$ cat src/sv/pslt_pkg.sv
package pslt_pkg;

    localparam logic [1:0] FN_OBSERVE  = 2'd0;
    localparam logic [1:0] FN_FINALIZE = 2'd1;
    localparam logic [1:0] FN_FLUSH    = 2'd2;
    localparam logic [1:0] FN_RESTART  = 2'd3;

    localparam logic [1:0] CR_STREAM     = 2'd0;
    localparam logic [1:0] CR_INIT_VALID = 2'd1;
    localparam logic [1:0] CR_INIT_SEQ   = 2'd2;
    localparam logic [1:0] CR_MAX_JUMP   = 2'd3;

    localparam logic [2:0] C_FIN     = 3'd0;
    localparam logic [2:0] C_LOST    = 3'd1;
    localparam logic [2:0] C_UNIQ    = 3'd2;
    localparam logic [2:0] C_DUP     = 3'd3;
    localparam logic [2:0] C_REORD   = 3'd4;
    localparam logic [2:0] C_LATE    = 3'd5;
    localparam logic [2:0] C_FOREIGN = 3'd6;
    localparam logic [2:0] C_JUMP    = 3'd7;

    typedef enum logic [2:0] {
        D_UNINIT  = 3'd0,
        D_FOREIGN = 3'd1,
        D_INORDER = 3'd2,
        D_LATE    = 3'd3,
        D_JUMP    = 3'd4,
        D_DUP     = 3'd5,
        D_REORD   = 3'd6
    } t_disp;

    typedef enum logic [2:0] {
        K_OBS,
        K_FOREIGN,
        K_FIN,
        K_FLUSH,
        K_RESTART
    } t_kind;

    typedef enum logic [3:0] {
        ST_CLEAR,
        ST_IDLE,
        ST_OBS1,
        ST_OBS2,
        ST_OBS3,
        ST_FCHK,
        ST_ADV,
        ST_EXCESS,
        ST_WALK,
        ST_LOOK,
        ST_DEC,
        ST_DONE
    } t_state;

    typedef struct packed {
        logic [1:0]  func;
        logic [31:0] packet_stream;
        logic [63:0] sequence_req;
    } t_in;

    typedef struct packed {
        logic [2:0]  disposition;
        logic        accepted;
        logic [31:0] generation_out;
        logic [63:0] finalized_total;
        logic [63:0] lost_total;
        logic [63:0] unique_total;
        logic [63:0] duplicate_total;
        logic [63:0] reordered_total;
        logic [63:0] late_total;
        logic [63:0] foreign_total;
        logic [63:0] jump_total;
    } t_out;

    typedef struct packed {
        logic [31:0] tracked_stream;
        logic        preset_valid;
        logic [63:0] preset_seq;
        logic [63:0] jump_limit;
    } t_cfg;

    typedef struct packed {
        t_kind       kind;
        logic [63:0] seq;
    } t_cmd;

    typedef struct packed {
        logic valid;
        t_cmd cmd;
    } t_q;

    typedef struct packed {
        logic pop;
        logic hold;
    } t_bk;

    function automatic logic [63:0] sat_add(input logic [63:0] a, input logic [63:0] b);
        logic [64:0] s;
        s = {1'b0, a} + {1'b0, b};
        return s[64] ? '1 : s[63:0];
    endfunction

    function automatic logic [63:0] sat_inc(input logic [63:0] a);
        return sat_add(a, 64'd1);
    endfunction

endpackage

$ cat src/sv/pslt_front.sv
module pslt_front (
    input  logic              i_clk,
    input  logic              i_rst_n,
    input  logic              i_in_valid,
    output logic              o_in_stall,
    input  pslt_pkg::t_in     i_in_data,
    input  logic [31:0]       i_tracked_stream,
    input  pslt_pkg::t_bk     i_bk,
    output pslt_pkg::t_q      o_q
);

    pslt_pkg::t_cmd r_q [2];
    logic           r_wp;
    logic           r_rp;
    logic [1:0]     r_cnt;
    pslt_pkg::t_cmd c_cmd;
    logic           c_push;
    logic           c_pop;

    always_comb begin
        c_cmd.seq = i_in_data.sequence_req;
        unique case (i_in_data.func)
            pslt_pkg::FN_OBSERVE: begin
                c_cmd.kind = (i_in_data.packet_stream == i_tracked_stream) ?
                             pslt_pkg::K_OBS : pslt_pkg::K_FOREIGN;
            end
            pslt_pkg::FN_FINALIZE: c_cmd.kind = pslt_pkg::K_FIN;
            pslt_pkg::FN_FLUSH:    c_cmd.kind = pslt_pkg::K_FLUSH;
            default:               c_cmd.kind = pslt_pkg::K_RESTART;
        endcase
    end

    assign o_in_stall = (r_cnt == 2'd2) || i_bk.hold;
    assign c_push     = i_in_valid && !o_in_stall;
    assign c_pop      = i_bk.pop && (r_cnt != 2'd0);
    assign o_q.valid  = (r_cnt != 2'd0);
    assign o_q.cmd    = r_q[r_rp];

    always_ff @(posedge i_clk) begin
        if (c_push) begin
            r_q[r_wp] <= c_cmd;
        end
    end

    always_ff @(posedge i_clk) begin
        if (!i_rst_n) begin
            r_wp  <= 1'b0;
            r_rp  <= 1'b0;
            r_cnt <= 2'd0;
        end else begin
            if (c_push) begin
                r_wp <= ~r_wp;
            end
            if (c_pop) begin
                r_rp <= ~r_rp;
            end
            r_cnt <= r_cnt + 2'(c_push) - 2'(c_pop);
        end
    end

endmodule

$ cat config.mk
export PLATFORM = sky130hd
export DESIGN_NAME = pslt_front
export DESIGN_NICKNAME = d
export VERILOG_FILES = /design/src/sv/pslt_pkg.sv /design/src/sv/pslt_front.sv
export SDC_FILE = /design/constraint.sdc
export NUM_CORES = 1
export LEC_CHECK = 0
export ABC_AREA = 0
export BUFFER_PORTS_ARGS = -buffer_cell sky130_fd_sc_hd__buf_2
export CAP_MARGIN = 20
export CORE_ASPECT_RATIO = 0.7
export CORE_MARGIN = 2
export CORE_UTILIZATION = 38
export CTS_BUF_LIST = sky130_fd_sc_hd__clkbuf_16
export CTS_CLUSTER_SIZE = 25
export DETAILED_ROUTE_END_ITERATION = 8
export PLACE_DENSITY_LB_ADDON = 0.15
export RECOVER_POWER = 100
export SYNTH_ARGS = -nofsm -noshare
export SYNTH_HDL_FRONTEND = slang
export SYNTH_SLANG_ARGS = --single-unit
export TNS_END_PERCENT = 20
$ cat constraint.sdc
create_clock -name i_clk -period 4.2 [get_ports i_clk]
set_input_delay 0.63 -clock i_clk [delete_from_list [all_inputs] [get_ports i_clk]]
set_output_delay 0.63 -clock i_clk [all_outputs]
set_load 0.02 [all_outputs]
==> out/metrics.yaml <==
outcome: "finished, violations left"
failed_checks: "capacitance limit, slew limit"
clk_latency_ns: 0.40
cts.path.max_buffers: 2
post_cts_buffers: 0
grt_pass1_vias: 3398
layout-drive-gt1-share: 0.409
grt_pass1_wl_um: 16800
synthesis.yosys.warnings: 0
ir_drop_mv: 0.346
synth_flop_cell: "edfxtp_1"
cp-start-kind: "register"
synth_top_area_share: 0.739
cts.hold.buffers_added: 0
fin_crit_ns: 3.19
clk_root_buffer_cell: "clkbuf_16"
synth_edf_count: 134
synthTopCellsByCount: "134 x edfxtp_1, 67 x mux2_2, 32 x xor2_1"
drcViolationCount: 0
nets: 636
clk_pin_slew_ns: 0.06
holdWs_ns: 0.414
pre_cts_slack_ns: 1.83
place_hpwl_um: 6980
wl_per_cell_um: 15.3
synthMostInstantiatedCell: "edfxtp_1"
antenna_cells: 0
max_slew_margin: -0.218
ys_seq_area_frac: 0.758
drtIter0Drc: 118
clock_sinks: 139
rsz0062_at_grt: "false"
avgSynthCellArea_um2: 19.4
synth_nets: 420
synth-async-reset-ratio: 0
cp_max_fo: 67
fmax_mhz: 314
grtUsageTotal: 0.144
setup-violations-final: 0
routed-via-count: 3136
tns_ns: 0
cts_tree: "done"
cp_cell_sequence: "mux2_2, clkbuf_1"
dieHeight_um: 104
hold_viol_final: 0
cp_data_required_time_ns: 3.57
yosysUniqueCellTypes: 22
vias_per_cell: 4.49
critPathCaptureType: "output pin"
finalCritPeriodShare: 0.759
io_pins: 204
synth_seq_cells: 139
final.setup.worst_slack_ns: 1.01
worstSetupPathType: "reg2out"
power_density_mw_per_mm2: 581
start_util: 0.390
wl_um: 10700
dr.pass1.iters: 4
cts-resized-gates: 0
cts_max_level: 4
port_buffers: 203
rows: 36
dieArea_mm2: 0.0153
yosysTopAreaCell: "edfxtp_1"
hold_path.class: "in2reg"
final-max-slew-violation-count: 205
leakagePower_nw: 2.60
grt_max_degree: 69
drv_cap: 3
fin_skew_ns: 0.00563
grt_remaining_overflow: 0
area_growth_pct: 32.1
core_mm2: 0.0140
netlist_top_cells_area: "edfxtp_1 74%, mux2_2 14%, xor2_1 5.1%"
synthCells: 281
ant_nets: 0
syn_area_mm2: 0.00544
numCtsBuffers: 17
crit_arrival_ns: 2.56
max_stage_delay_ns: 1.43
grt_antenna_before_repair: 2
tightest_slew_ns: 1.83
cp_slowest_cell: "dfxtp_2"
total_power_mw: 4.17
place_congestion: 0.776
die_x_um: 147
sequential cells by signal (all words and copies together), names as in the netlist, named ones only:
name / count
r_rp: 1
r_q: 134
r_wp: 1
r_cnt: 2
where the power goes:
part,switching (mW),total (mW),internal [mW]
sequential,0.111,1.76,1.65
combinational,0.464,0.810,0.346
clock,0.553,1.61,1.05
total,1.13,4.17,3.05
worst paths after layout:
kind / slack [ns] / end / cells after the start / start
min: 0.41 / r_q[0][4] / 1 / i_in_data[4]
max: 1.01 / o_q[56] / 2 / register
max reg2reg: 1.56 / r_q[0][59] / 5 / r_cnt[0]
min reg2reg: 0.54 / register / 2 / r_rp
worst max-delay path, delay by kind of cell (launching register included):
family                 cells  cell delay (ns)
DFF                        1             1.43
muxes                      1             0.38
buffers and inverters      1             0.27
logic make-up (layout without fill, tap and decap cells):
logic type | after synthesis | after routing | synth area share
DFF | 139 | 139 | 0.758
muxes | 67 | 67 | 0.139
buffers and inverters | 12 | 240 | 0.0113
AOI/OAI and AO/OA | 4 | 4 | 0.00460
xor gates and xnor gates | 35 | 35 | 0.0563
adders and majority gates | 4 | 4 | 0.00919
and+or+nand+nor | 20 | 20 | 0.0225
layout make-up:
class | count | area [um^2]
Multi-Input combinational cell | 130 | 1260
Fill cell | 1229 | 6770
Clock inverter | 14 | 218
Sequential cell | 139 | 4130
Inverter | 5 | 18.8
Timing Repair Buffer | 204 | 901
Tap cell | 190 | 238
Clock buffer | 17 | 425
per-layer routing:
layer	vias to the layer above	track usage	wire length, um
li1	1516	-	-
met4	2	0.0529	85
met2	121	0.223	4970
met5	-	0	9
met3	8	0.0675	1160
met1	1489	0.176	4460
cells in the final DEF, fill, tap and decap left out, drive strengths merged:
cell type | synthesis | routed
a21oi | 1 | 1
and2 | 4 | 4
and3 | 1 | 1
buf | 7 | 107
bufinv | 0 | 5
clkbuf | 0 | 114
clkinv | 0 | 4
clkinvlp | 0 | 2
dfxtp | 5 | 5
edfxtp | 134 | 134
ha | 4 | 4
inv | 5 | 8
mux2 | 67 | 67
nand2 | 1 | 1
nand4 | 2 | 2
nor2 | 1 | 1
nor2b | 2 | 2
nor4 | 8 | 8
o211ai | 1 | 1
o21a | 1 | 1
o21ai | 1 | 1
or2 | 1 | 1
xnor2 | 3 | 3
xor2 | 32 | 32
stage by stage:
stage	instance area (um^2)	instances	util
after global placement	6680	668	0.478
after global routing	7190	699	0.515
after floorplan	5450	281	-
after CTS	7320	699	0.524
final	7190	699	0.515
after detailed placement	6680	668	0.478
No activity file was read; power rests on OpenSTA's default activity.
